[config.mk]
export PLATFORM = sky130hd
export DESIGN_NAME = sbrd_front
export DESIGN_NICKNAME = d
export VERILOG_FILES = /design/src/hdl/sbrd_pkg.sv /design/src/hdl/sbrd_front.sv
export SDC_FILE = /design/constraint.sdc
export NUM_CORES = 1
export LEC_CHECK = 0
export BUFFER_PORTS_ARGS = -buffer_cell sky130_fd_sc_hd__buf_2
export CAP_MARGIN = 20
export CORE_ASPECT_RATIO = 1.75
export CORE_UTILIZATION = 55
export DETAILED_ROUTE_END_ITERATION = 8
export GPL_ROUTABILITY_DRIVEN = 0
export PLACE_DENSITY = 0.75
export SLEW_MARGIN = 20
export SYNTH_ARGS = -nofsm -noshare
export SYNTH_HDL_FRONTEND = slang
export SYNTH_SLANG_ARGS = --single-unit
[constraint.sdc]
create_clock -name i_clk -period 8.1 [get_ports i_clk]
set_clock_uncertainty 0.1 [all_clocks]
set_input_delay 0 -clock i_clk [delete_from_list [all_inputs] [get_ports i_clk]]
set_output_delay 0 -clock i_clk [all_outputs]
set_load 0.02 [all_outputs]
[src/hdl/sbrd_pkg.sv]
`timescale 1ns / 1ps
// ----------------------------------------------------------------------------
// sbrd_pkg
// shared widths, constants and transaction types of the bear regime detector
// ----------------------------------------------------------------------------
package sbrd_pkg;

    localparam int WINDOW      = 200;
    localparam int SLOT_W      = $clog2(WINDOW);
    localparam int SEEN_W      = $clog2(WINDOW + 1);

    localparam int TIME_W      = 44;
    localparam int PRICE_W     = 32;
    localparam int SUM_W       = 40;
    localparam int RUN_W       = 16;
    localparam int NEED_W      = 10;

    localparam logic [NEED_W-1:0] NEED_RESET = 10'd20;
    localparam logic [RUN_W-1:0]  RUN_MAX    = {RUN_W{1'b1}};

    localparam longint MS_PER_DAY  = 86400 * 1000;
    localparam int     MS_SHIFT    = 10;
    localparam int     REM_W       = TIME_W - MS_SHIFT;
    localparam longint DAY_DIV     = MS_PER_DAY >> MS_SHIFT;
    localparam int     HALF_W      = REM_W / 2;
    localparam int     RECIP_SHIFT = REM_W + $clog2(DAY_DIV);
    localparam int     RECIP_W     = REM_W + 1;
    localparam logic [RECIP_W-1:0] DAY_RECIP =
        RECIP_W'(((64'd1 << RECIP_SHIFT) + 64'(DAY_DIV) - 64'd1) / 64'(DAY_DIV));
    localparam int     PPROD_W     = HALF_W + RECIP_W;
    localparam int     PROD_W      = REM_W + RECIP_W;
    localparam int     DAY_W       = PROD_W - RECIP_SHIFT;
    localparam int     FRONT_STAGES = 2;

    localparam int CMDQ_DEPTH  = 4;
    localparam int RES_DEPTH   = 2;

    localparam int PADDR_W     = 3;
    localparam int PDATA_W     = 32;
    localparam logic [PADDR_W-3:0] REG_BEAR_DAYS_NEEDED = '0;

    typedef struct packed {
        logic               do_push;
        logic [PRICE_W-1:0] close;
    } t_cmd;

    typedef struct packed {
        logic             bear;
        logic [RUN_W-1:0] bear_days;
        logic             window_full;
    } t_res;

endpackage

[src/hdl/sbrd_front.sv]
`timescale 1ns / 1ps
// ----------------------------------------------------------------------------
// sbrd_front
// accepts items, derives the utc day index and decides which close to push
// ----------------------------------------------------------------------------
module sbrd_front (
    input  logic                        i_clk,
    input  logic                        i_rst_n,
    input  logic                        i_push,
    output logic                        o_full,
    input  logic                        i_kind,
    input  logic [sbrd_pkg::TIME_W-1:0] i_time_ms,
    input  logic [sbrd_pkg::PRICE_W-1:0] i_price,
    output logic                        o_cmd_wr,
    output sbrd_pkg::t_cmd              o_cmd,
    input  logic                        i_cmd_full
);
    import sbrd_pkg::*;

    localparam int LAST = FRONT_STAGES - 1;

    logic               r_vld   [FRONT_STAGES];
    logic               r_kind  [FRONT_STAGES];
    logic [PRICE_W-1:0] r_price [FRONT_STAGES];
    logic [PPROD_W-1:0] r_plo;
    logic [PPROD_W-1:0] r_phi;
    logic [DAY_W-1:0]   r_quo;

    logic [REM_W-1:0]   time_k;
    logic [PPROD_W-1:0] n_plo;
    logic [PPROD_W-1:0] n_phi;
    logic [PROD_W-1:0]  prod;

    logic               r_day_started;
    logic [DAY_W-1:0]   r_cur_day;
    logic [PRICE_W-1:0] r_last_price;

    logic               adv;
    logic               fire;
    logic               new_day;

    // day index as a reciprocal product, split into two half-width partial products
    assign time_k = i_time_ms[TIME_W-1:MS_SHIFT];
    assign n_plo  = PPROD_W'(time_k[HALF_W-1:0]) * PPROD_W'(DAY_RECIP);
    assign n_phi  = PPROD_W'(time_k[REM_W-1:HALF_W]) * PPROD_W'(DAY_RECIP);
    assign prod   = (PROD_W'(r_phi) << HALF_W) + PROD_W'(r_plo);

    assign adv    = !(r_vld[LAST] && i_cmd_full);
    assign o_full = !adv;
    assign fire   = adv && r_vld[LAST];

    always_ff @(posedge i_clk) begin
        if (!i_rst_n) begin
            for (int k = 0; k < FRONT_STAGES; k++) begin
                r_vld[k] <= 1'b0;
            end
        end else if (adv) begin
            r_vld[0] <= i_push;
            for (int k = 1; k < FRONT_STAGES; k++) begin
                r_vld[k] <= r_vld[k-1];
            end
        end
    end

    always_ff @(posedge i_clk) begin
        if (adv) begin
            r_kind[0]  <= i_kind;
            r_price[0] <= i_price;
            r_plo      <= n_plo;
            r_phi      <= n_phi;
            r_quo      <= prod[PROD_W-1:RECIP_SHIFT];
            for (int k = 1; k < FRONT_STAGES; k++) begin
                r_kind[k]  <= r_kind[k-1];
                r_price[k] <= r_price[k-1];
            end
        end
    end

    // classification against the day currently open
    assign new_day       = r_quo != r_cur_day;
    assign o_cmd.do_push = r_kind[LAST] || (r_day_started && new_day);
    assign o_cmd.close   = r_kind[LAST] ? r_price[LAST] : r_last_price;
    assign o_cmd_wr      = fire;

    always_ff @(posedge i_clk) begin
        if (!i_rst_n) begin
            r_day_started <= 1'b0;
            r_cur_day     <= '0;
            r_last_price  <= '0;
        end else if (fire && !r_kind[LAST]) begin
            r_day_started <= 1'b1;
            r_cur_day     <= r_quo;
            r_last_price  <= r_price[LAST];
        end
    end

endmodule

==> metrics.md <==
| Metric | Value |
|---|---|
| Reg2Reg Depth | 10 |
| Critical path's top delay family | adder cells |
| R2r startpoint | r_plo[50]$_DFFE_PN_ |
| Cell chain of the critical path | dlygate4sd3_1 > buf_2 > ha_1 > ha_1 > inv_1 > fa_1 > inv_1 > fa_1 > fa_1 > inv_1 > fa_1 > inv_1 > ha_1 > and4_1 > o2111ai_1 > o21bai_1 > a21oi_1 > a21oi_1 > o31ai_1 > a21o_1 > nor3b_1 > a31oi_1 > xnor2_1 |
| Setup violators final | 0 |
| WP depth | 23 |
| CP Buf/Inv Count | 6 |
| Antenna cells | 0 |
| CTS Sinks | 214 |
| Outcome | finished clean |
| Hold Crit Start | i_rst_n |
| Critical Path End | r_phi[50]$_DFFE_PN_ |
| Post-Synthesis Cells | around 2,400 |
| CTS Buf Count | 20 |
| Critical Path Fanout Max | 6 |
| Met2 Wirelength | about 32 mm |
| Final ANT Viol Nets | 0 |
| Max Root-Sink Buffers | 3 |
| Crit. Startpoint | i_time_ms[29] |
| Hold/Removal Path Class | in2reg |
| Crit path max-delay cell type | o31ai_1 |
| Clk root buf | clkbuf_16 |
| Distinct cell type count after synthesis | 57 |
| Number of synthesis warnings | 0 |
| Met1 WL | between 20 and 25 mm |
| Final period util | 83.6% |
| First-pass GRT wire length | a little under 100 mm |
| CP endpoint kind | flip-flop |
| Die H | between 200 and 300 µm |
| Mapped Nets | approximately 3,200 |
| Post-CTS sizing | 0 |
| Setup Fix Bufs, Post-CTS | 0 |
| Final wirelength | ~60 mm |
| Slew Viols, Final | 0 |
| Post-synth EDFFs | ~160 |
| H-tree levels | 1 |
| CP Launch Type | input port |
| Final hold viol count | 0 |
| Sequential area share after synthesis | 23.2% |
| Worst Max-Slew Pin Slew | approximately 1000 ps |
| Max-cap viol count | 0 |
| Syn avg cell area | 10.6 µm² |
| Met3 wire len | roughly 2.2 mm |
| CP arrival | between 6000 and 7000 ps |
| Async set or reset register ratio after synthesis | 0% |
| Vias in the first global route | between 15,000 and 20,000 |
| Period minus WS final | just under 7000 ps |
| Crit path largest cell delay | 610 ps |
| RSZ-0062 raised after global routing | no |
| Num rows | approximately 100 |
| Routed len/inst | between 15 and 20 µm |
| Core ar. | around 46,000 µm² |
| Hold Buf Count CTS | 37 |
| Total negative slack | 0 ps |
| Clock Latency Late Sink | around 520 ps |
| FF+latch count, synth | around 210 |
| Gr ovfl total | 0 |
| Layout Nets | 3,389 |
| Reg2Reg Setup Slack | ~4500 ps |
| Fillers | roughly 3,700 |
| Via Count | approximately 17,000 |
| CTS tree | yes |
| DRC viols | 0 |
| Synth Cell Area | between 20,000 and 30,000 µm² |
| Starting Density | 55.6% |
| Share of layout cells above drive strength 1 | between 7 and 8% |
| Gr usage total | between 20% and 30% |
| Top sig layer | met4 |
| Antenna violations before repair | 0 |
| Max Freq | roughly 150 MHz |
| Crit Path Category | in2reg |
| IO Count | about 120 |
| DR pass1 iterations | 5 |
| Full die area | about 47,000 µm² |
| Post-DR vias/cell | roughly 5.4 |
| Top FF cell, synth | edfxtp_1 |
| Hpwl dp | a little over 50 mm |
| RR Endpoint | r_quo[17]$_DFFE_PN_ |
| Worst rel slew slack | around a third |
| Number of DRC markers in iteration 0 | slightly below 800 |
| Port Buf Inserts | ~110 |
| Critical Path RT | around 8300 ps |
| Die extent in x | 165 µm |
| Worst-path clk slew | approximately 70 ps |
| Largest net degree at the start of global routing | 65 |
| Area delta synth->final | 8.62% |
## metal layers
layer | vias to the layer above | global-route usage (%)
li1 | 7998 | -
met1 | 8337 | 26.3
met2 | 495 | 49.3
met3 | 274 | 3.03
met4 | 0 | 22.2
met5 | - | 0
## synthesized netlist by cell type (5+ instances only)
library cell | number | area (µm²)
inv_1 | 601 | 2260
ha_1 | 410 | 5130
fa_1 | 356 | 7130
edfxtp_1 | 163 | 4890
nand2_1 | 143 | 537
a21oi_1 | 88 | 440
xnor2_1 | 82 | 718
nor2_1 | 64 | 240
a21o_1 | 57 | 428
a21boi_0 | 52 | 390
dfxtp_1 | 51 | 1020
o21ai_0 | 44 | 220
xor2_1 | 36 | 315
mux2_2 | 32 | 360
clkbuf_1 | 24 | 90.1
nand3_1 | 24 | 120
nand4_1 | 17 | 106
nor2b_1 | 14 | 87.6
and3_1 | 13 | 81.3
nor3_1 | 13 | 65.1
nand2b_1 | 12 | 75.1
and2_1 | 10 | 62.6
o21bai_1 | 10 | 75.1
o21a_1 | 7 | 52.6
a211oi_1 | 6 | 45.0
a221oi_1 | 6 | 52.6
a31oi_1 | 6 | 37.5
o211ai_1 | 6 | 45.0
or2_2 | 5 | 31.3
## registers in the layout, indices dropped and copies added, names as in the netlist
signal         flops
r_vld              2
r_quo             18
r_price           64
r_phi             47
r_cur_day         18
r_day_started      1
r_plo             30
r_last_price      32
r_kind             2
## placed cells by master (no fill, tap or decap), drive strengths merged, types with 52 or more instances in the layout
cell,instances
a21boi,52
a21o,57
a21oi,88
buf,110
edfxtp,163
fa,356
ha,410
inv,602
nand2,143
nor2,64
xnor2,82
## layout make-up
| type | count | area [µm²] | area share (%) |
|---|---|---|---|
| Sequential cell | 214 | 5920 | 21.3 |
| Clock buffer | 26 | 563 | 2.03 |
| Clock inverter | 10 | 67.6 | 0.244 |
| Multi-Input combinational cell | 1558 | 17300 | 62.3 |
| Tap cell | 583 | 729 | 2.63 |
| Timing Repair Buffer | 147 | 933 | 3.37 |
| Inverter | 601 | 2260 | 8.13 |
## how the worst min path moves through the flow
stage                                             to  slack (ps)  cells after the start
after floorplan                             o_cmd_wr         -10                      1
after global placement      r_price[0][20]$_DFFE_PN_          80                      1
after detailed placement    r_price[0][21]$_DFFE_PN_          80                      1
after CTS                 r_day_started$_SDFFE_PN0P_          40                      2
after global routing      r_day_started$_SDFFE_PN0P_          80                      2
final                     r_day_started$_SDFFE_PN0P_          40                      2
## kinds of logic (layout without fill, tap and decap cells)
family	Yosys count	in the layout	synth area share [%]
fa+ha+maj	766	766	48.0
xor+xnor	118	118	4.05
flops	214	214	23.2
simple gates	326	326	5.83
buf+inv	629	784	9.25
mux	32	32	1.41
compound gates	316	316	8.30
## worst reg2reg max path: cells and delay by family (launching register included)
kind,cells,cell delay (ps)
and+or+nand+nor,6,1440
AOI/OAI and AO/OA,2,900
xor gates and xnor gates,1,150
adders and majority gates,1,360
DFF,1,410
## metrics by stage
step	util, %	instance area, µm²	cells	setup slack, ps	hold WS [ps]
final	60.4	27700	3139	1330	42.1
after global routing	60.4	27700	3139	1100	80.9
after CTS	60.4	27700	3139	1470	38.4
after detailed placement	58.2	26700	3066	1090	78.2
after global placement	58.2	26700	3066	1300	77.3
after floorplan	-	25500	2401	2470	-10.2
Power is not shown: default switching activity piles up to over one toggle a cycle in this logic, so the estimate is an artifact.
