$ cat src/hdl/sbrd_pkg.sv
`timescale 1ns / 1ps
// ----------------------------------------------------------------------------
// sbrd_pkg
// shared widths, constants and transaction types of the bear regime detector
// ----------------------------------------------------------------------------
package sbrd_pkg;

    localparam int WINDOW      = 200;
    localparam int SLOT_W      = $clog2(WINDOW);
    localparam int SEEN_W      = $clog2(WINDOW + 1);

    localparam int TIME_W      = 44;
    localparam int PRICE_W     = 32;
    localparam int SUM_W       = 40;
    localparam int RUN_W       = 16;
    localparam int NEED_W      = 10;

    localparam logic [NEED_W-1:0] NEED_RESET = 10'd20;
    localparam logic [RUN_W-1:0]  RUN_MAX    = {RUN_W{1'b1}};

    localparam longint MS_PER_DAY  = 86400 * 1000;
    localparam int     MS_SHIFT    = 10;
    localparam int     REM_W       = TIME_W - MS_SHIFT;
    localparam longint DAY_DIV     = MS_PER_DAY >> MS_SHIFT;
    localparam int     HALF_W      = REM_W / 2;
    localparam int     RECIP_SHIFT = REM_W + $clog2(DAY_DIV);
    localparam int     RECIP_W     = REM_W + 1;
    localparam logic [RECIP_W-1:0] DAY_RECIP =
        RECIP_W'(((64'd1 << RECIP_SHIFT) + 64'(DAY_DIV) - 64'd1) / 64'(DAY_DIV));
    localparam int     PPROD_W     = HALF_W + RECIP_W;
    localparam int     PROD_W      = REM_W + RECIP_W;
    localparam int     DAY_W       = PROD_W - RECIP_SHIFT;
    localparam int     FRONT_STAGES = 2;

    localparam int CMDQ_DEPTH  = 4;
    localparam int RES_DEPTH   = 2;

    localparam int PADDR_W     = 3;
    localparam int PDATA_W     = 32;
    localparam logic [PADDR_W-3:0] REG_BEAR_DAYS_NEEDED = '0;

    typedef struct packed {
        logic               do_push;
        logic [PRICE_W-1:0] close;
    } t_cmd;

    typedef struct packed {
        logic             bear;
        logic [RUN_W-1:0] bear_days;
        logic             window_full;
    } t_res;

endpackage

$ cat src/hdl/sbrd_cmdq.sv
`timescale 1ns / 1ps
// ----------------------------------------------------------------------------
// sbrd_cmdq
// short queue of classified transactions between front and back
// ----------------------------------------------------------------------------
module sbrd_cmdq (
    input  logic           i_clk,
    input  logic           i_rst_n,
    input  logic           i_wr,
    input  sbrd_pkg::t_cmd i_data,
    output logic           o_full,
    input  logic           i_rd,
    output sbrd_pkg::t_cmd o_data,
    output logic           o_empty
);
    import sbrd_pkg::*;

    localparam int PTR_W = $clog2(CMDQ_DEPTH);
    localparam int CNT_W = $clog2(CMDQ_DEPTH + 1);

    t_cmd             r_mem [CMDQ_DEPTH];
    logic [PTR_W-1:0] r_wp;
    logic [PTR_W-1:0] r_rp;
    logic [CNT_W-1:0] r_cnt;

    logic             do_wr;
    logic             do_rd;

    assign o_full  = r_cnt == CNT_W'(CMDQ_DEPTH);
    assign o_empty = r_cnt == '0;
    assign o_data  = r_mem[r_rp];
    assign do_wr   = i_wr && !o_full;
    assign do_rd   = i_rd && !o_empty;

    always_ff @(posedge i_clk) begin
        if (!i_rst_n) begin
            r_wp  <= '0;
            r_rp  <= '0;
            r_cnt <= '0;
        end else begin
            if (do_wr) begin
                r_wp <= (r_wp == PTR_W'(CMDQ_DEPTH - 1)) ? '0 : r_wp + 1'b1;
            end
            if (do_rd) begin
                r_rp <= (r_rp == PTR_W'(CMDQ_DEPTH - 1)) ? '0 : r_rp + 1'b1;
            end
            unique case ({do_wr, do_rd})
                2'b10:   r_cnt <= r_cnt + 1'b1;
                2'b01:   r_cnt <= r_cnt - 1'b1;
                default: r_cnt <= r_cnt;
            endcase
        end
    end

    always_ff @(posedge i_clk) begin
        if (do_wr) begin
            r_mem[r_wp] <= i_data;
        end
    end

endmodule

$ cat config.mk
export PLATFORM = sky130hd
export DESIGN_NAME = sbrd_cmdq
export DESIGN_NICKNAME = d
export VERILOG_FILES = /design/src/hdl/sbrd_pkg.sv /design/src/hdl/sbrd_cmdq.sv
export SDC_FILE = /design/constraint.sdc
export NUM_CORES = 1
export LEC_CHECK = 0
export BUFFER_PORTS_ARGS = -buffer_cell sky130_fd_sc_hd__buf_2
export CAP_MARGIN = 15
export CELL_PAD_IN_SITES_DETAIL_PLACEMENT = 2
export CELL_PAD_IN_SITES_GLOBAL_PLACEMENT = 2
export CORE_MARGIN = 4
export CORE_UTILIZATION = 24
export CTS_CLUSTER_DIAMETER = 80
export DETAILED_ROUTE_END_ITERATION = 6
export PLACE_DENSITY = 0.49
export SETUP_SLACK_MARGIN = 0.5
export SLEW_MARGIN = 40
export SYNTH_ARGS = -nofsm -noshare
export SYNTH_HDL_FRONTEND = slang
export SYNTH_SLANG_ARGS = --single-unit
$ cat constraint.sdc
create_clock -name i_clk -period 2.84 [get_ports i_clk]
set_input_delay 0.284 -clock i_clk [delete_from_list [all_inputs] [get_ports i_clk]]
set_output_delay 0.284 -clock i_clk [all_outputs]
set_load 0.005 [all_outputs]
==> results of run 1 <==
[state kept, by name (all words and copies together), names as in the netlist, named ones only]
register and cells:
r_cnt 3, r_wp 2, r_mem 132, r_rp 2
[cell families (layout without fill, tap and decap cells)]
family                   Yosys count  after routing  synth area share [%]
flip-flops                       141            141                 78.15
multiplexers                      35             35                 14.61
AND/OR/NAND/NOR                   21             21                 2.100
buffers and inverters             17            117                 2.360
adder cells (fa/ha/maj)            7              7                 1.793
AO/OA/AOI/OAI                      6              6                0.6608
XOR/XNOR                           2              2                0.3304
[worst max-delay path, stage by stage, from the launching register on]
cell	delay, ns
dfxtp_4	0.46
buf_4	0.26
mux4_1	0.59
buf_2	0.15
[layer usage]
metal  routed length, um  part of all wire, %  global-route usage (%)
met5                   0                    0                       0
met4                 221                  1.9                   5.207
met3                 442                  3.9                   2.683
met2                5989                   53                   16.93
met1                4710                   41                   11.37
[synthesized netlist by cell type, drive strengths merged]
library cell and count:
a21boi 1, xnor2 1, mux2i 2, mux4 33
buf 8, nor2 2, o21ai 4, or3 1
nor3 1, nand3 2, clkbuf 2, nor3b 1
xor2 1, and2 6, o31ai 1, dfxtp 9
edfxtp 132, nor2b 1, inv 7, fa 1
ha 6, nand2 7
[cell type report]
class | count | share of cell area (%)
Timing Repair Buffer | 78 | 7.265
Multi-Input combinational cell | 71 | 15.66
Clock inverter | 13 | 2.484
Tap cell | 280 | 5.270
Inverter | 7 | 0.3953
Sequential cell | 141 | 62.41
Clock buffer | 19 | 6.512
[cells in the final DEF, fill, tap and decap left out, types with 2 or more instances in the layout]
cell type / count
edfxtp_1: 132
nor2_1: 2
clkinv_4: 3
buf_2: 71
buf_12: 6
nand3_1: 2
inv_6: 2
and2_1: 2
ha_1: 6
clkbuf_1: 2
bufinv_16: 3
clkinvlp_4: 3
mux2i_1: 2
inv_1: 7
dfxtp_1: 7
clkbuf_16: 17
and2_2: 4
nand2_1: 7
mux4_2: 30
o21ai_0: 4
mux4_1: 3
[report_power, final]
| part | internal (mW) | leakage, nW | switching [mW] | total [mW] |
|---|---|---|---|---|
| Combinational | 0.620 | 0.667 | 0.552 | 1.17 |
| Clock | 1.38 | 0.282 | 0.843 | 2.23 |
| Sequential | 2.52 | 1.29 | 0.119 | 2.64 |
[per-stage QoR]
stage                     utilization (%)  setup slack, ns  cell area, sq um  hold WS [ns]
after global placement              27.78           0.6917              6045        0.4950
after CTS                           30.54           0.5381              6645       0.05757
after floorplan                         -           0.7982              5303        0.3829
final                               30.56           0.6863              6648       0.08151
after detailed placement            27.78           0.5646              6045        0.5045
after global routing                30.56           0.5069              6648       0.05971
[worst max-delay path by stage]
stage               slack (ns)         end  depth (start not counted)      start
floorplan                 0.80    r_cnt[2]                         10   r_cnt[2]
global placement          0.69    r_cnt[2]                          9   r_cnt[1]
detailed placement        0.56    r_cnt[2]                          9   r_cnt[1]
CTS                       0.54    r_cnt[2]                          9   r_cnt[1]
global route              0.51    r_cnt[2]                          9   r_cnt[2]
finish                    0.69  o_data[20]                          3  flip-flop
==> out/qor.json, run 1 <==
{
  "route": {
    "drtIter0Drc": 73,
    "dr_total_vias": 2497,
    "detail_route.drc_violations": 0,
    "firstDrtPassIters": 4,
    "antenna_violating_nets_post_route": 0,
    "routed_via_density": 4.100,
    "drt-total-wl_um": 11360,
    "avgRoutedWirePerCell_um": 18.66
  },
  "global_routing": {
    "grtUsageTotal_pct": 9.914,
    "grt_start_max_net_pins": 22,
    "antenna_found_initial": 0,
    "globalRoute.totalOverflow": 0,
    "via_count_of_the_first_global_routing_pass": 2934,
    "global_route_wire_length_before_repair_um": 17360
  },
  "yosys": {
    "netlist-cell-type-count": 25,
    "synth.cell_area_sq_um": 5303,
    "yosys.area.top_type_share_pct": 74.75,
    "synthTopCellsByArea": "edfxtp_1 (75%), mux4_2 (13%), dfxtp_1 (3.4%), mux4_1 (1.5%), ha_1 (1.4%)",
    "syn_avg_cell_area_sq_um": 23.16,
    "yosysTopAreaCell": "edfxtp_1",
    "yosys_warnings": 0,
    "post_synthesis_net_count": 273,
    "yosys_register_bits": 141,
    "post_synth_inst_count": 229,
    "synth_sequential_area_ratio_pct": 78.15
  },
  "layout": {
    "layout-area-overhead-vs-synth_pct": 25.37,
    "drive_above_1_share_pct": 44.07,
    "n_fill_cell": 2213,
    "final-seq-area_sq_um": 4149,
    "final-instance-count-excl-fill": 609,
    "insertedDiodeCount": 0,
    "combined_area_of_the_multi_input_logic_cells_sq_um": 1041,
    "finalNetCount": 360
  },
  "die": {
    "die_area_sq_um": 24540,
    "start_util_pct": 24.37,
    "floorplan.die.width_um": 156.6,
    "placementRows": 54,
    "top_level_ports": 72,
    "placeableCoreArea_sq_um": 21760,
    "chip_height_um": 156.6
  },
  "timing": {
    "max_clock_freq_ghz": 0.4643,
    "finalHoldViolations": 0,
    "max_slew.worst_pin.slew_ns": 0.5306,
    "final.setup.tns_ns": 0,
    "max_slew_margin_pct": 64.32,
    "setup-violations-final": 0,
    "period_share_pct": 75.83,
    "finalClockSkew_ns": 0.009591,
    "grt_setup_unrepaired": "no",
    "minimum_clock_period_after_layout_ns": 2.154,
    "maxSlewViolCount": 0
  },
  "pwr": {
    "p_total_mw": 6.039,
    "powerDensity_nw_per_um2": 908.5,
    "p_leak_nw": 2.235,
    "power.ir.vdd_worst_uv": 396.9
  },
  "clock_tree": {
    "cts_inserted_buffers": 17,
    "tritoncts": "done",
    "clock_path_buffers": 2,
    "clock_insertion_delay_worst_skew_ns": 0.42,
    "hold_buffers": 0,
    "clock_tree.htree_level_count": 4,
    "clkSinkCount": 141,
    "post_cts.resized_instances": 1,
    "post-cts-setup-buffer-count": 0,
    "clock_tree.root_cell": "clkbuf_16",
    "cts.reportedPaths.clkPinSlew_ns": 0.06
  },
  "setup_path": {
    "timing.critical_path.to_type": "output pin",
    "timing_worst_setup_path_type": "reg -> out",
    "cp_data_arrival_time_ns": 1.87,
    "critical_path.startpoint_type": "flip-flop",
    "reg2reg_slack_ns": 0.69,
    "r2r.worst_path.cells": 9,
    "critical_path.max_fanout": 9,
    "worstReg2RegEnd": "r_cnt[2]",
    "r2r_start": "r_cnt[1]",
    "timing.critical_path.required_ns": 2.56
  },
  "placed_design": {
    "port_buffers": 71,
    "placed_cells": 577,
    "dp_hpwl_um": 7323,
    "place_congestion": 0.6638
  },
  "run": {
    "drv.max_cap_violation_count": 0
  },
  "run_status": {
    "outcome": "complete, no violations"
  },
  "worst_hold_path": {
    "hp_start": "i_data[10]",
    "hold_path.class": "in -> reg",
    "min_delay_path_depth": 1,
    "hold-path-endpoint": "r_mem[1][10]"
  }
}
Note: power is estimated with default switching activity, not from simulation.
==> run 2: changes to the inputs <==
- ABC_AREA: default -> 1
- PLACE_DENSITY: 0.49 -> 0.53
- clock period: 2.84 -> 2.1 ns (I/O delays scaled with it)
==> out/qor.json, run 2 <==
{
  "die": {
    "floorplan.die.width_um": 158.1,
    "placeableCoreArea_sq_um": 22030,
    "placementRows": 54,
    "die_area_sq_um": 25010,
    "start_util_pct": 24.56,
    "chip_height_um": 158.1,
    "top_level_ports": 72
  },
  "route": {
    "wl_met1_um": 6778,
    "detailroute.wirelength.met2_um": 7776,
    "avgRoutedWirePerCell_um": 19.23,
    "top_layer_used": "met5",
    "detail_route.drc_violations": 0,
    "drt-total-wl_um": 15400,
    "met3_wirelength_um": 622,
    "drtIter0Drc": 205,
    "antenna_violating_nets_post_route": 0,
    "dr_total_vias": 3620,
    "routed_via_density": 4.519,
    "firstDrtPassIters": 4
  },
  "yosys": {
    "synth_sequential_area_ratio_pct": 76.60,
    "syn_avg_cell_area_sq_um": 13.91,
    "synth_edf_count": 132,
    "dominantRegCellSynth": "edfxtp_1",
    "yosys_register_bits": 141,
    "yosys.cell_count.top_type": "edfxtp_1",
    "synthTopCellsByArea": "edfxtp_1 (73%), nor2_1 (5.3%), o21ai_0 (4.6%), o22ai_1 (3.8%), dfxtp_1 (3.3%)",
    "synth.cell_area_sq_um": 5410,
    "post_synthesis_net_count": 433,
    "yosys_warnings": 0,
    "yosysTopAreaCell": "edfxtp_1",
    "synth.cells.most_frequent": "edfxtp_1 (132), nor2_1 (76), o21ai_0 (50), o22ai_1 (33), o21ai_1 (18)",
    "netlist-cell-type-count": 21,
    "post_synth_inst_count": 389,
    "synth_async_sr_flop_share_pct": 0,
    "yosys.area.top_type_share_pct": 73.27
  },
  "timing": {
    "max_clock_freq_ghz": 0.5548,
    "setup-violations-final": 0,
    "max_slew.worst_pin.slew_ns": 0.2352,
    "maxSlewViolCount": 0,
    "final_critical_path_setup_slack_ns": 0.2977,
    "fin_hold_ws_ns": 0.01883,
    "finalHoldViolations": 0,
    "period_share_pct": 85.83,
    "final.setup.tns_ns": 0,
    "grt_setup_unrepaired": "yes",
    "max_slew_margin_pct": 84.15,
    "minimum_clock_period_after_layout_ns": 1.802,
    "finalClockSkew_ns": 0.01108
  },
  "global_routing": {
    "globalRoute.totalOverflow": 0,
    "antenna_found_initial": 2,
    "via_count_of_the_first_global_routing_pass": 4068,
    "global_route_wire_length_before_repair_um": 23110,
    "grtUsageTotal_pct": 12.53,
    "grt_start_max_net_pins": 34
  },
  "layout": {
    "biggestRegsByFlops": "r_mem (132), r_cnt (3)",
    "combined_area_of_the_multi_input_logic_cells_sq_um": 1300,
    "layout-area-overhead-vs-synth_pct": 39.57,
    "final-seq-area_sq_um": 4158,
    "final-instance-count-excl-fill": 801,
    "n_fill_cell": 2270,
    "finalNetCount": 552,
    "final_cell_mix": "edfxtp_1 (132), buf_2 (71), nor2_1 (57)",
    "layout_commonest_cell": "edfxtp_1",
    "largest_reg_flops": 132,
    "postLayoutCoreUtil_pct": 34.28,
    "drive_above_1_share_pct": 38.96,
    "registers.top_by_ff_count": "r_mem",
    "insertedDiodeCount": 0
  },
  "clock_tree": {
    "cts.reportedPaths.clkPinSlew_ns": 0.06,
    "tritoncts": "done",
    "clock_insertion_delay_worst_skew_ns": 0.42,
    "clock_tree.root_cell": "clkbuf_16",
    "clock_path_buffers": 2,
    "clkSinkCount": 141,
    "cts_inserted_buffers": 17,
    "clock_tree.htree_level_count": 4
  },
  "run_status": {
    "outcome": "complete, no violations"
  },
  "pwr": {
    "powerDensity_nw_per_um2": 1285,
    "p_leak_nw": 2.716,
    "power.ir.vdd_worst_uv": 493.4
  },
  "setup_path": {
    "timing.critical_path.to_type": "output pin",
    "timing.critical_path.required_ns": 1.89,
    "critical_path.max_fanout": 5,
    "cp_data_arrival_time_ns": 1.59,
    "timing_worst_setup_path_type": "reg -> out",
    "critical_path.startpoint_type": "flip-flop"
  },
  "placed_design": {
    "placed_cells": 731,
    "pre_cts_ws_ns": 0.3626,
    "dp_hpwl_um": 8712,
    "port_buffers": 71,
    "place_congestion": 0.6426
  },
  "run": {
    "drv.max_cap_violation_count": 0
  },
  "worst_hold_path": {
    "hold_path.class": "in -> reg"
  }
}
## run 2: layout make-up
class	count	share of cell area, %
timing repair buffer	120	14.37
tap	280	4.640
sequential	141	55.06
inverter	19	1.143
clock inverter	14	1.889
clock buffer	18	5.684
multi-input combinational	209	17.22
## run 2: worst paths after layout
path | endpoint | slack [ns] | from | cells past startpoint
worst max register to register | r_cnt[2] | 0.39 | r_cnt[1] | 12
worst min-delay path | r_mem[0][13] | 0.02 | i_data[13] | 1
worst max-delay path | o_data[23] | 0.30 | flip-flop | 6
worst min register to register | r_wp[0] | 0.56 | r_wp[0] | 2
## run 2: worst max-delay path: stages (launching register included)
cell	delay (ns)
dfxtp_4	0.39
buf_12	0.14
buf_12	0.13
clkbuf_16	0.16
nor2_1	0.12
o22ai_2	0.09
buf_2	0.14
## run 2: where the power goes
part / total [mW] / internal (mW) / leakage [nW] / switching [mW]
Clock: 2.90 / 1.75 / 0.267 / 1.16
Sequential: 3.55 / 3.40 / 1.29 / 0.142
Combinational: 3.25 / 1.51 / 1.16 / 1.74
## run 2: timing repair
item                                   in CTS  in global routing
pin swaps                                  10                 14
setup buffers                              12                  6
resized for setup                          51                 50
hold buffers                               13                  0
setup endpoints to repair                  35                 35
endpoints found under the hold margin      47                  0
cloned                                      6                  1
## run 2: cell families (layout without fill, tap and decap cells)
| logic type | after synthesis | after routing | synth area share, % |
|---|---|---|---|
| flops | 141 | 141 | 76.60 |
| compound gates | 107 | 107 | 10.66 |
| buf+inv | 39 | 171 | 4.093 |
| fa+ha+maj | 7 | 7 | 1.758 |
| simple gates | 95 | 95 | 6.892 |
## run 2: layer usage
metal	vias up	global-route usage, %
li1	1679	-
met3	18	3.362
met1	1853	15.05
met4	4	4.509
met2	66	21.63
met5	-	0
## run 2: through the flow
stage                     cell area [sq um]  total power [mW]
after global routing                   7551             10.28
final                                  7551             9.701
after CTS                              7328             9.541
after detailed placement               6183             5.861
after global placement                 6183             5.783
after floorplan                        5480             4.849
==> run 3: changes to the inputs <==
- ABC_AREA: 1 -> default
- PLACE_DENSITY: 0.53 -> 0.49
==> out/qor.json, run 3 (synthesis gave the netlist of run 1 again) <==
{
  "route": {
    "routed_via_density": 4.107,
    "dr_total_vias": 2715,
    "antenna_violating_nets_post_route": 0,
    "drtIter0Drc": 195,
    "drt-total-wl_um": 12270,
    "firstDrtPassIters": 4,
    "detail_route.drc_violations": 0,
    "avgRoutedWirePerCell_um": 18.56
  },
  "setup_path": {
    "timing_worst_setup_path_type": "reg -> out",
    "critical_path.startpoint_type": "flip-flop",
    "cp_data_arrival_time_ns": 1.74,
    "timing.critical_path.slowest_stage_cell": "mux4_2",
    "cpPeakStageDelay_ns": 0.55,
    "timing.critical_path.required_ns": 1.89,
    "critical_path.max_fanout": 6,
    "timing.critical_path.cells": "buf_12, buf_12, mux4_2, buf_6",
    "timing.critical_path.to_type": "output pin",
    "path_common_cell": "buf_12"
  },
  "pwr": {
    "p_leak_nw": 2.540,
    "p_clk_share_pct": 32.1,
    "comb_power_share_pct": 27.0,
    "p_total_mw": 8.606,
    "p_sw_share_pct": 24.70,
    "power.ir.vdd_worst_uv": 497.6,
    "powerDensity_nw_per_um2": 1171,
    "power.internal_mw": 6.481,
    "switchingPower_mw": 2.125,
    "share_seq_of_total_power_pct": 40.9
  },
  "global_routing": {
    "grt_start_max_net_pins": 23,
    "grtUsageTotal_pct": 10.10,
    "via_count_of_the_first_global_routing_pass": 3080,
    "global_route_wire_length_before_repair_um": 17900,
    "antenna_found_initial": 0,
    "globalRoute.totalOverflow": 0
  },
  "timing": {
    "max_slew.worst_pin.slew_ns": 0.2561,
    "final.setup.tns_ns": 0,
    "finalHoldViolations": 0,
    "fin_hold_ws_ns": 0.02217,
    "grt_setup_unrepaired": "yes",
    "max_clock_freq_ghz": 0.5140,
    "minimum_clock_period_after_layout_ns": 1.945,
    "setup-violations-final": 0,
    "max_slew_margin_pct": 82.75,
    "period_share_pct": 92.64,
    "finalClockSkew_ns": 0.005177,
    "maxSlewViolCount": 0
  },
  "layout": {
    "drive_above_1_share_pct": 47.77,
    "layout-area-overhead-vs-synth_pct": 38.56,
    "finalNetCount": 413,
    "final-seq-area_sq_um": 4160,
    "combined_area_of_the_multi_input_logic_cells_sq_um": 1075,
    "layout_commonest_cell": "edfxtp_1",
    "final-instance-count-excl-fill": 661,
    "final_cell_mix": "edfxtp_1 (132), buf_2 (68), mux4_2 (33)",
    "largest_reg_flops": 132,
    "biggestRegsByFlops": "r_mem (132), r_cnt (3)",
    "postLayoutCoreUtil_pct": 33.77,
    "registers.top_by_ff_count": "r_mem",
    "n_fill_cell": 2168,
    "insertedDiodeCount": 0
  },
  "run": {
    "drv.max_cap_violation_count": 0
  },
  "clock_tree": {
    "clkSinkCount": 141,
    "clock_tree.htree_level_count": 4,
    "clock_path_buffers": 2,
    "tritoncts": "done",
    "cts.reportedPaths.clkPinSlew_ns": 0.06,
    "cts_inserted_buffers": 17,
    "clock_insertion_delay_worst_skew_ns": 0.41,
    "clock_tree.root_cell": "clkbuf_16"
  },
  "placed_design": {
    "placed_cells": 582,
    "dp_hpwl_um": 6957,
    "port_buffers": 71,
    "place_congestion": 0.6656
  },
  "die": {
    "top_level_ports": 72,
    "floorplan.die.width_um": 156.6,
    "placementRows": 54,
    "start_util_pct": 24.37,
    "placeableCoreArea_sq_um": 21760,
    "die_area_sq_um": 24540,
    "chip_height_um": 156.6
  },
  "run_status": {
    "outcome": "complete, no violations"
  },
  "worst_hold_path": {
    "hold_path.class": "in -> reg"
  }
}
-- run 3: area by class of cell --
cell class                      instances  area share [%]
Multi-Input combinational cell         71           14.63
Clock inverter                         10           1.345
Sequential cell                       141           56.62
Clock buffer                           21           5.995
Tap cell                              280           4.768
Inverter                                7          0.3576
Timing Repair Buffer                  131           16.28
-- run 3: per-stage QoR --
step | instance area (sq um) | setup slack [ns]
2_1_floorplan | 5336 | 0.1666
4_1_cts | 7133 | 0.09999
3_5_place_dp | 6133 | 0.1905
3_3_place_gp | 6133 | 0.2717
6_report | 7347 | 0.1546
5_1_grt | 7347 | 0.09501
-- run 3: path summary, 6_finish.rpt --
path	from	end	slack, ns	depth (start not counted)
setup / recovery	flip-flop	o_data[32]	0.15	4
hold / removal	i_data[28]	r_mem[2][28]	0.02	1
setup reg to reg	r_cnt[0]	r_cnt[2]	0.23	9
hold reg to reg	r_wp[1]	r_wp[1]	0.51	2
-- run 3: power groups by stage --
stage	registers, mW	clock network (mW)	logic (mW)
floorplan	3.54	0	1.12
global placement	3.59	0	1.76
detailed placement	3.61	0	1.80
CTS	3.56	2.86	2.04
global route	3.55	2.98	2.52
finish	3.52	2.76	2.32
-- run 3: what timing repair did --
| action | in CTS | in global routing |
|---|---|---|
| pin swaps | 2 | 4 |
| endpoints found under the hold margin | 91 | 0 |
| gates resized for setup | 18 | 13 |
| buffers inserted | 9 | 6 |
| endpoints found under the setup margin | 166 | 117 |
| hold buffers | 24 | 0 |
| gates cloned | 4 | 5 |
-- run 3: routing by layer --
metal	global-route usage [%]	part of all wire, %	vias up
li1	-	-	1217
met1	11.77	41	1429
met2	16.97	53	58
met3	3.623	4.8	11
met4	4.091	1.6	0
met5	0	0	-
-- run 3: critical path: cells and delay by family, from the launching register on --
kind / cells / cell delay (ns)
buffers and inverters: 3 / 0.42
flip-flops: 1 / 0.35
multiplexers: 1 / 0.55
